$ cat config.mk
export PLATFORM = sky130hd
export DESIGN_NAME = servo_bus_master_transaction
export DESIGN_NICKNAME = d
export VERILOG_FILES = /design/src/design/sbm_pkg.sv /design/src/design/sbm_tx_frame.sv /design/src/design/servo_bus_master_transaction.sv
export SDC_FILE = /design/constraint.sdc
export NUM_CORES = 1
export LEC_CHECK = 0
export ABC_AREA = 1
export BUFFER_PORTS_ARGS = -buffer_cell sky130_fd_sc_hd__buf_2
export CAP_MARGIN = 20
export CORE_ASPECT_RATIO = 0.7
export CORE_MARGIN = 1.5
export CORE_UTILIZATION = 35
export CTS_CLUSTER_DIAMETER = 80
export DETAILED_ROUTE_END_ITERATION = 6
export GPL_ROUTABILITY_DRIVEN = 0
export HOLD_SLACK_MARGIN = 0.02
export SETUP_SLACK_MARGIN = 0.4
export SYNTH_ARGS = -nofsm -noshare
export SYNTH_HDL_FRONTEND = slang
export SYNTH_SLANG_ARGS = --single-unit
export TNS_END_PERCENT = 5
$ cat constraint.sdc
create_clock -name clk_i -period 11.7 [get_ports clk_i]
set_clock_uncertainty 0.1 [all_clocks]
set_input_delay 1.17 -clock clk_i [delete_from_list [all_inputs] [get_ports clk_i]]
set_output_delay 1.17 -clock clk_i [all_outputs]
set_load 0.02 [all_outputs]
$ cat src/design/sbm_pkg.sv
// Shared types, codes and tables for the servo bus master transaction block.
package sbm_pkg;

  // Hunt reads allowed after a first byte that is not a header byte
  localparam int unsigned HUNT_EXTRA_READS_DEF = 6;

  // Request op codes
  localparam logic [2:0] OP_PING  = 3'd0;
  localparam logic [2:0] OP_READ  = 3'd1;
  localparam logic [2:0] OP_WRITE = 3'd2;
  localparam logic [2:0] OP_RX    = 3'd3;
  localparam logic [2:0] OP_RX_NONE = 3'd4;

  // Command kinds as kept in the command register
  localparam logic [1:0] KIND_PING  = 2'd0;
  localparam logic [1:0] KIND_READ  = 2'd1;
  localparam logic [1:0] KIND_WRITE = 2'd2;

  // Link status codes
  localparam logic [2:0] LS_OK         = 3'd0;
  localparam logic [2:0] LS_BAD_PORT   = 3'd1;
  localparam logic [2:0] LS_NO_HEADER  = 3'd2;
  localparam logic [2:0] LS_BAD_HEADER = 3'd3;
  localparam logic [2:0] LS_BAD_CKSUM  = 3'd4;

  // Result kinds
  localparam logic RES_TX   = 1'b0;
  localparam logic RES_DONE = 1'b1;

  // Packet bytes
  localparam logic [7:0] SYNC_BYTE   = 8'hFF;
  localparam logic [7:0] INSTR_PING  = 8'h01;
  localparam logic [7:0] INSTR_READ  = 8'h02;
  localparam logic [7:0] INSTR_WRITE = 8'h03;
  localparam logic [7:0] LEN_PING    = 8'h02;
  localparam logic [7:0] LEN_READ    = 8'h04;
  localparam logic [7:0] LEN_WRITE1  = 8'h04;
  localparam logic [7:0] LEN_WRITE2  = 8'h05;

  // Status packet lengths
  localparam logic [3:0] STAT_LEN_BASE = 4'd6;

  typedef enum logic [3:0] {
    PH_IDLE = 4'b0001,
    PH_WAIT = 4'b0010,
    PH_HUNT = 4'b0100,
    PH_FILL = 4'b1000
  } phase_e;

  typedef struct packed {
    logic [1:0]  kind;
    logic [7:0]  id;
    logic [7:0]  address;
    logic [15:0] value;
    logic        two_bytes;
  } cmd_t;

  typedef struct packed {
    logic [7:0] data;
    logic       last;
  } tx_beat_t;

  // Control table addresses that hold 16-bit operands
  function automatic logic wide_address(input logic [7:0] a);
    logic r;
    r = 1'b0;
    case (a) inside
      8'd0, 8'd6, 8'd8, 8'd14, 8'd20, 8'd22, 8'd30,
      8'd32, 8'd34, 8'd36, 8'd38, 8'd40, 8'd48: r = 1'b1;
      default: r = 1'b0;
    endcase
    return r;
  endfunction

endpackage

$ cat src/design/sbm_tx_frame.sv
// Instruction packet byte generator: picks the byte at a given packet position.
module sbm_tx_frame (
  input  sbm_pkg::cmd_t     cmd_i,
  input  logic [3:0]        idx_i,
  output sbm_pkg::tx_beat_t beat_o
);

  logic [7:0] len_b;
  logic [7:0] instr_b;
  logic [7:0] p6_b;
  logic [7:0] hi_b;
  logic [7:0] sum;
  logic [7:0] cks;
  logic [3:0] last_idx;
  logic       is_ping;
  logic       is_read;
  logic       has_hi;

  always_comb begin
    is_ping = (cmd_i.kind == sbm_pkg::KIND_PING);
    is_read = (cmd_i.kind == sbm_pkg::KIND_READ);
    has_hi  = !is_ping && !is_read && cmd_i.two_bytes;
    hi_b    = cmd_i.value[15:8];

    if (is_ping) begin
      len_b    = sbm_pkg::LEN_PING;
      instr_b  = sbm_pkg::INSTR_PING;
      last_idx = 4'd5;
    end else if (is_read) begin
      len_b    = sbm_pkg::LEN_READ;
      instr_b  = sbm_pkg::INSTR_READ;
      last_idx = 4'd7;
    end else begin
      len_b    = cmd_i.two_bytes ? sbm_pkg::LEN_WRITE2 : sbm_pkg::LEN_WRITE1;
      instr_b  = sbm_pkg::INSTR_WRITE;
      last_idx = cmd_i.two_bytes ? 4'd8 : 4'd7;
    end

    // read carries the operand size, write the low value byte
    p6_b = is_read ? (cmd_i.two_bytes ? 8'd2 : 8'd1) : cmd_i.value[7:0];

    sum = cmd_i.id + len_b + instr_b;
    if (!is_ping) sum = sum + cmd_i.address + p6_b;
    if (has_hi)   sum = sum + hi_b;
    cks = ~sum;

    case (idx_i)
      4'd0, 4'd1: beat_o.data = sbm_pkg::SYNC_BYTE;
      4'd2:       beat_o.data = cmd_i.id;
      4'd3:       beat_o.data = len_b;
      4'd4:       beat_o.data = instr_b;
      4'd5:       beat_o.data = is_ping ? cks : cmd_i.address;
      4'd6:       beat_o.data = p6_b;
      4'd7:       beat_o.data = has_hi ? hi_b : cks;
      4'd8:       beat_o.data = cks;
      default:    beat_o.data = 8'h00;
    endcase
    beat_o.last = (idx_i == last_idx);
  end

endmodule

$ cat src/design/servo_bus_master_transaction.sv
// Servo bus master transaction: instruction packet framing and status packet parsing.
//
//   channel | direction | handshake              | payload
//   --------+-----------+------------------------+----------------------------------------
//   in      | request in| in_valid_i / in_stall_o| op, port_number, servo_id, reg_address,
//           |           |                        | write_value, rx_byte
//   out     | result out| out_valid_o/out_stall_i| kind, tx_byte, line_select, last,
//           |           |                        | link_status, servo_error, read_value
//
// Timing: a request is decoded in the cycle it is accepted and its results go
//   to the output register at that edge. A command (or a request that
//   triggers the retry) holds in_stall_o while its 6 to 9 packet bytes leave
//   one per cycle, unless out_stall_i holds them, from the output stage,
//   which is the single result port.
// The next request is taken in the same cycle its predecessor's last result
//   is taken, so back-to-back traffic sees no bubble.
// Reset (rst_ni low, asynchronous) returns the parser to idle, clears the
//   command and status registers and empties the output stage.
// out_stall_i holds the current result steady; input stalls only while the
//   output stage still has results of an earlier request to deliver.
module servo_bus_master_transaction #(
  parameter int unsigned HUNT_EXTRA_READS = sbm_pkg::HUNT_EXTRA_READS_DEF
) (
  input  logic        clk_i,
  input  logic        rst_ni,

  input  logic        in_valid_i,
  output logic        in_stall_o,
  input  logic [2:0]  op_i,
  input  logic [2:0]  port_number_i,
  input  logic [7:0]  servo_id_i,
  input  logic [7:0]  reg_address_i,
  input  logic [15:0] write_value_i,
  input  logic [7:0]  rx_byte_i,

  output logic        out_valid_o,
  input  logic        out_stall_i,
  output logic        kind_o,
  output logic [7:0]  tx_byte_o,
  output logic [2:0]  line_select_o,
  output logic        last_o,
  output logic [2:0]  link_status_o,
  output logic [7:0]  servo_error_o,
  output logic [15:0] read_value_o
);

  localparam int unsigned HCW = $clog2(HUNT_EXTRA_READS + 1);
  localparam logic [HCW-1:0] HUNT_LIMIT = HCW'(HUNT_EXTRA_READS);

  // ---------------------------------------------------------------------------
  // Transaction state
  // ---------------------------------------------------------------------------
  sbm_pkg::phase_e phase_q, phase_d;
  sbm_pkg::cmd_t   cmd_q, cmd_d;
  logic [2:0]      line_q, line_d;
  logic            second_q, second_d;
  logic [HCW-1:0]  hunt_q, hunt_d;
  logic [3:0]      bidx_q, bidx_d;
  // only status bytes 2..6 are ever looked at again
  logic [7:0]      resp_q [2:6];
  logic [7:0]      resp_d [2:6];
  logic [7:0]      resp_w [2:6];

  // ---------------------------------------------------------------------------
  // Output stage
  // ---------------------------------------------------------------------------
  logic            busy_q, busy_d;
  logic            fin_q, fin_d;
  logic [3:0]      idx_q, idx_d;
  logic [2:0]      fst_q, fst_d;
  logic [7:0]      ferr_q, ferr_d;
  logic [15:0]     fval_q, fval_d;

  sbm_pkg::tx_beat_t beat;

  logic            accept;
  logic            take;
  logic            last_now;

  // decode scratch
  logic            got;
  logic [7:0]      v;
  logic [3:0]      stat_len;
  logic [3:0]      bidx_inc;
  logic [HCW-1:0]  hunt_inc;
  logic [7:0]      sum;
  logic            end_att;
  logic [2:0]      end_status;
  logic            start_att;
  logic            emit_pkt;
  logic            emit_fin;
  logic [2:0]      fin_status;
  logic [7:0]      fin_err;
  logic [15:0]     fin_val;

  sbm_tx_frame u_frame (
    .cmd_i  (cmd_q),
    .idx_i  (idx_q),
    .beat_o (beat)
  );

  assign take       = busy_q && !out_stall_i;
  assign last_now   = fin_q || beat.last;
  assign in_stall_o = busy_q && !(take && last_now);
  assign accept     = in_valid_i && !in_stall_o;

  // ---------------------------------------------------------------------------
  // Request decode and parser step
  // ---------------------------------------------------------------------------
  always_comb begin
    phase_d    = phase_q;
    cmd_d      = cmd_q;
    line_d     = line_q;
    second_d   = second_q;
    hunt_d     = hunt_q;
    bidx_d     = bidx_q;
    resp_w     = resp_q;
    end_att    = 1'b0;
    end_status = sbm_pkg::LS_OK;
    start_att  = 1'b0;
    emit_pkt   = 1'b0;
    emit_fin   = 1'b0;
    fin_status = sbm_pkg::LS_OK;
    fin_err    = 8'h00;
    fin_val    = 16'h0000;

    got      = (op_i == sbm_pkg::OP_RX);
    v        = got ? rx_byte_i : sbm_pkg::SYNC_BYTE;  // missed read fills as FF
    stat_len = (cmd_q.kind == sbm_pkg::KIND_READ)
               ? (cmd_q.two_bytes ? 4'd8 : 4'd7) : sbm_pkg::STAT_LEN_BASE;
    bidx_inc = bidx_q + 4'd1;
    hunt_inc = hunt_q + HCW'(1);

    // checksum over status bytes 2 .. len-2, all stored before the last byte
    sum = resp_q[2] + resp_q[3] + resp_q[4];
    if (stat_len >= 4'd7) sum = sum + resp_q[5];
    if (stat_len >= 4'd8) sum = sum + resp_q[6];

    if (accept) begin
      if (op_i <= sbm_pkg::OP_WRITE) begin
        cmd_d.kind      = op_i[1:0];
        cmd_d.id        = servo_id_i;
        cmd_d.address   = reg_address_i;
        cmd_d.value     = write_value_i;
        cmd_d.two_bytes = sbm_pkg::wide_address(reg_address_i);
        second_d        = 1'b0;
        start_att       = 1'b1;
        if (!(port_number_i inside {[3'd1:3'd4]})) begin
          line_d     = 3'd0;
          emit_fin   = 1'b1;
          fin_status = sbm_pkg::LS_BAD_PORT;
        end else begin
          line_d   = port_number_i;
          emit_pkt = 1'b1;
        end
      end else if (op_i <= sbm_pkg::OP_RX_NONE && phase_q != sbm_pkg::PH_IDLE) begin
        case (phase_q)
          sbm_pkg::PH_WAIT: begin
            if (got) begin
              if (rx_byte_i == sbm_pkg::SYNC_BYTE) begin
                bidx_d  = 4'd1;
                phase_d = sbm_pkg::PH_FILL;
              end else begin
                hunt_d  = '0;
                phase_d = sbm_pkg::PH_HUNT;
              end
            end
          end
          sbm_pkg::PH_HUNT: begin
            hunt_d = hunt_inc;
            if (got && rx_byte_i == sbm_pkg::SYNC_BYTE) begin
              bidx_d  = 4'd1;
              phase_d = sbm_pkg::PH_FILL;
            end else if (hunt_inc >= HUNT_LIMIT) begin
              end_att    = 1'b1;
              end_status = sbm_pkg::LS_NO_HEADER;
            end
          end
          sbm_pkg::PH_FILL: begin
            for (int k = 2; k <= 6; k++) begin
              if (bidx_q == 4'(k)) resp_w[k] = v;
            end
            if (bidx_q == 4'd1 && v != sbm_pkg::SYNC_BYTE) begin
              end_att    = 1'b1;
              end_status = sbm_pkg::LS_BAD_HEADER;
            end else begin
              bidx_d = bidx_inc;
              if (bidx_inc == stat_len) begin
                end_att    = 1'b1;
                end_status = (~sum == v) ? sbm_pkg::LS_OK : sbm_pkg::LS_BAD_CKSUM;
              end
            end
          end
          default: ;
        endcase
      end

      if (end_att) begin
        if ((end_status != sbm_pkg::LS_OK || resp_w[4] != 8'h00) && !second_q) begin
          // one retry: resend the same packet
          second_d  = 1'b1;
          start_att = 1'b1;
          emit_pkt  = 1'b1;
        end else begin
          emit_fin   = 1'b1;
          fin_status = end_status;
          fin_err    = (end_status == sbm_pkg::LS_OK) ? resp_w[4] : 8'h00;
          if (cmd_q.kind == sbm_pkg::KIND_READ) begin
            fin_val = {cmd_q.two_bytes ? resp_w[6] : 8'h00, resp_w[5]};
          end
          phase_d = sbm_pkg::PH_IDLE;
        end
      end

      if (start_att) begin
        hunt_d  = '0;
        bidx_d  = 4'd0;
        phase_d = emit_fin ? sbm_pkg::PH_IDLE : sbm_pkg::PH_WAIT;
      end
    end

    for (int k = 2; k <= 6; k++) begin
      resp_d[k] = start_att ? 8'h00 : resp_w[k];
    end
  end

  // ---------------------------------------------------------------------------
  // Output stage control
  // ---------------------------------------------------------------------------
  always_comb begin
    busy_d = busy_q;
    fin_d  = fin_q;
    idx_d  = idx_q;
    fst_d  = fst_q;
    ferr_d = ferr_q;
    fval_d = fval_q;

    if (take) begin
      if (last_now) busy_d = 1'b0;
      else          idx_d  = idx_q + 4'd1;
    end

    if (emit_pkt) begin
      busy_d = 1'b1;
      fin_d  = 1'b0;
      idx_d  = 4'd0;
    end else if (emit_fin) begin
      busy_d = 1'b1;
      fin_d  = 1'b1;
      fst_d  = fin_status;
      ferr_d = fin_err;
      fval_d = fin_val;
    end
  end

  always_ff @(posedge clk_i or negedge rst_ni) begin
    if (!rst_ni) begin
      phase_q  <= sbm_pkg::PH_IDLE;
      cmd_q    <= '0;
      line_q   <= 3'd0;
      second_q <= 1'b0;
      hunt_q   <= '0;
      bidx_q   <= 4'd0;
      for (int k = 2; k <= 6; k++) resp_q[k] <= 8'h00;
      busy_q   <= 1'b0;
      fin_q    <= 1'b0;
      idx_q    <= 4'd0;
    end else begin
      phase_q  <= phase_d;
      cmd_q    <= cmd_d;
      line_q   <= line_d;
      second_q <= second_d;
      hunt_q   <= hunt_d;
      bidx_q   <= bidx_d;
      for (int k = 2; k <= 6; k++) resp_q[k] <= resp_d[k];
      busy_q   <= busy_d;
      fin_q    <= fin_d;
      idx_q    <= idx_d;
    end
  end

  // finish payload, no reset needed
  always_ff @(posedge clk_i) begin
    fst_q  <= fst_d;
    ferr_q <= ferr_d;
    fval_q <= fval_d;
  end

  // ---------------------------------------------------------------------------
  // Result ports
  // ---------------------------------------------------------------------------
  assign out_valid_o   = busy_q;
  assign kind_o        = fin_q ? sbm_pkg::RES_DONE : sbm_pkg::RES_TX;
  assign tx_byte_o     = fin_q ? 8'h00 : beat.data;
  assign line_select_o = line_q;
  assign last_o        = last_now;
  assign link_status_o = fin_q ? fst_q : sbm_pkg::LS_OK;
  assign servo_error_o = fin_q ? ferr_q : 8'h00;
  assign read_value_o  = fin_q ? fval_q : 16'h0000;

endmodule
==> qor.txt <==
CP Max Fanout - 18
Worst Hold Class - reg -> reg
internal power - 1.45 mW
GRT Total Usage - 21.1%
post-synthesis xor/xnor area fraction - 2.91%
FP Rows - 49
sequential fraction of design power - 20.2%
Core Area - 25900 um^2
LEAKAGE - 5.57 nW
area leader, netlist - dfrtp_1
vias per cell - 5.02
Synth Net Count - 1400
largest cells by area after synthesis - dfrtp_1 (25%), nand2_1 (14%), edfxtp_1 (8.7%)
Synth Area in Adders - 11.1%
number of global-route vias before repair - 7983
count of final setup violators - 0
area of the multi-input gates - 5120 um^2
ys async rst share - 78.0%
number of synthesized flops with an enable pin - 27
share of cells above drive strength 1 - 14.1%
Synth Instances - 1280
Synth Register Bits - 123
Worst-Margin Slew - 1.09 ns
crit path kind - reg -> out
Post-route DRC - 0
accumulated negative setup slack - 0 ns
final core utilization - 41.3%
CTS HTree Levels - 4
Worst EP required - 10.43 ns
sequential area share after synthesis - 34.4%
Buffers on Ports - 91
WL per Instance - 16.2 um
Slew HR - 26.9%
main combinational cell family by area after synthesis - simple AND/OR/NAND/NOR gates
Pre-Repair DR Iteration Count - 6
Fill cells - 2677
max-slew violations - 0
largest net degree at the start of global routing - 71
boundary pin count - 92
Initial Utilization - 36.0%
peak supply drop - 0.169 mV
first-pass GRT wire length - 44.5 mm
f_max - 135 MHz
CTS tree - built
simple-gate share of the synthesized area - 29.0%
Detailed Route WL - 28.1 mm
CTS Hold Bufs - 0
Syn. warnings - 0
period utilization - 63.2%
later-pin clock latency in the skew report - 0.43 ns
status - completed
CP Launch Type - flop
number of max-cap violations - 0
Hold Violations, Final - 0
die width - 198 um
initial antenna violation count - 1
Synth cell types - 51
CTS buffer count - 17
clock root buffer - clkbuf_16
Tmin final - 7.40 ns
combinational power share - 63.0%
Num Clock Sinks - 123
Die H - 140 um
switching share of power - 50.0%
CP Data Arrival Time - 6.13 ns
routed vias - 8708
PD cells - 272 nW/um^2
P_sw - 1.46 mW
Yosys top cell area share - 25.5%
total congestion overflow - 0
DP HPWL - 21.7 mm
RSZ-0062 raised after global routing - false
crit-path max cell delay - 0.50 ns
Die ar. - 27700 um^2
Synth Area in Compound Gates - 11.7%
mux cell area share after synthesis - 0%
Clk network pwr share - 16.8%
Mapped Area - 9340 um^2
deepest clock path buffer count - 2
Seq. cell area - 3210 um^2
Area Growth Syn to Fin - 14.6%
Avg Cell Area, Syn - 7.30 um^2
post-CTS setup repair buffer count - 0
DR iter-0 viols - 783
crit path capture type - primary output
CTS resizes - 0
Reg clk slew, reported paths - 0.06 ns
post-route ant nets - 0
main flop type after synthesis - dfrtp_1
most used cell, CP - nand2_1
fin nets - 1485
Crit-path slowest cell - fa_1
==> flip-flops by register name (all words and copies together), names as in the netlist, 3 cells and up <==
name / flops
bidx_q: 4
cmd_q: 35
ferr_q: 8
fst_q: 3
fval_q: 16
hunt_q: 3
idx_q: 4
line_select_o: 3
phase_q: 4
resp_q: 40
==> Yosys cell counts (all sizes together) (2+ instances only) <==
master / instances
o22ai: 21
o2111ai: 2
clkbuf: 19
buf: 13
nand3: 86
a211oi: 3
nand4: 39
inv: 227
o211ai: 5
a31oi: 7
xor2: 22
nor4: 4
nand2: 367
edfxtp: 27
o311ai: 2
dfrtp: 95
a21oi: 36
a2111oi: 2
or2: 12
nand3b: 4
o21ai: 79
xnor2: 9
o31ai: 3
o21bai: 3
fa: 21
nor3: 9
ha: 49
nor2: 107
==> final timing paths <==
path / slack (ns) / end / startpoint / depth (start not counted)
worst min-delay path: 0.37 / cmd_q[8]$_DFFE_PN0P_ / cmd_q[8]$_DFFE_PN0P_ / 2
worst max register to register: 5.63 / fval_q[4]$_SDFFCE_PP0P_ / resp_q[17]$_DFFE_PN0P_ / 39
worst min register to register: 0.37 / cmd_q[8]$_DFFE_PN0P_ / cmd_q[8]$_DFFE_PN0P_ / 2
worst max-delay path: 4.30 / tx_byte_o[7] / cmd_q[34]$_DFFE_PN0P_ / 29
max in group asynchronous: 9.66 / resp_q[29]$_DFFE_PN0P_ / rst_ni / 2
min in group asynchronous: 0.57 / resp_q[12]$_DFFE_PN0P_ / rst_ni / 1
==> routing by layer <==
layer	GRT usage [%]	up-vias	wire [um]	share of wire, %
met2	27.6	334	11000	39
li1	-	4276	-	-
met3	5.53	10	2550	9.1
met4	4.46	0	157	0.56
met1	33.6	4088	14400	51
met5	0	-	0	0
==> placed cells by master (no fill, tap or decap), types with 5 or more instances in the layout <==
| cell | instances |
|---|---|
| edfxtp_1 | 27 |
| o21ai_0 | 61 |
| inv_2 | 14 |
| ha_1 | 49 |
| nand2_1 | 359 |
| fa_1 | 21 |
| nand4_1 | 39 |
| buf_4 | 7 |
| o22ai_2 | 16 |
| inv_1 | 213 |
| nand3_1 | 83 |
| o22ai_1 | 5 |
| nand2_2 | 6 |
| buf_2 | 90 |
| or2_2 | 9 |
| dfrtp_1 | 95 |
| clkbuf_16 | 17 |
| o21ai_2 | 8 |
| xnor2_1 | 9 |
| a31oi_1 | 6 |
| o21ai_1 | 10 |
| o211ai_1 | 5 |
| xor2_1 | 22 |
| nor2_1 | 104 |
| a21oi_1 | 36 |
| nor3_1 | 8 |
==> per-stage QoR <==
step	cells	worst slack, ns	total power, mW	instance area [um^2]	hold WS (ns)
after floorplan	1280	5.12	1.95	9340	0.337
after global placement	1702	5.01	2.36	10100	0.361
after detailed placement	1703	4.83	2.40	10200	0.365
after CTS	1735	4.34	2.90	10700	0.377
after global routing	1736	3.87	3.21	10700	0.416
final	1736	4.30	2.91	10700	0.369
==> power by group through the flow <==
stage	sequential, mW	clock (mW)	combinational (mW)
finish	0.589	0.488	1.83
global route	0.601	0.521	2.09
CTS	0.587	0.498	1.82
detailed placement	0.594	0	1.81
global placement	0.593	0	1.76
floorplan	0.579	0	1.37
==> kinds of logic after synthesis <==
| family | after synthesis |
|---|---|
| adder cells (fa/ha/maj) | 70 |
| buffers and inverters | 259 |
| AO/OA/AOI/OAI | 169 |
| flip-flops | 123 |
| AND/OR/NAND/NOR | 628 |
| XOR/XNOR | 31 |
==> worst max-delay path: cells and delay by family, from the launching register on <==
family	cells	cell delay [ns]
adder cells (fa/ha/maj)	6	2.16
flip-flops	1	0.44
AND/OR/NAND/NOR	6	0.47
AO/OA/AOI/OAI	7	1.10
XOR/XNOR	4	0.55
buffers and inverters	6	0.93
==> final cells by class <==
type / count / share of cell area (%)
diodes: 1 / 0.0234
repair buffers: 98 / 4.96
well taps: 357 / 4.17
multi-input cells: 898 / 47.8
inverters: 227 / 7.96
clock buffers: 19 / 4.14
clock inverters: 13 / 0.900
flip-flops and latches: 123 / 30.0
(Power assumes the default switching activity.)
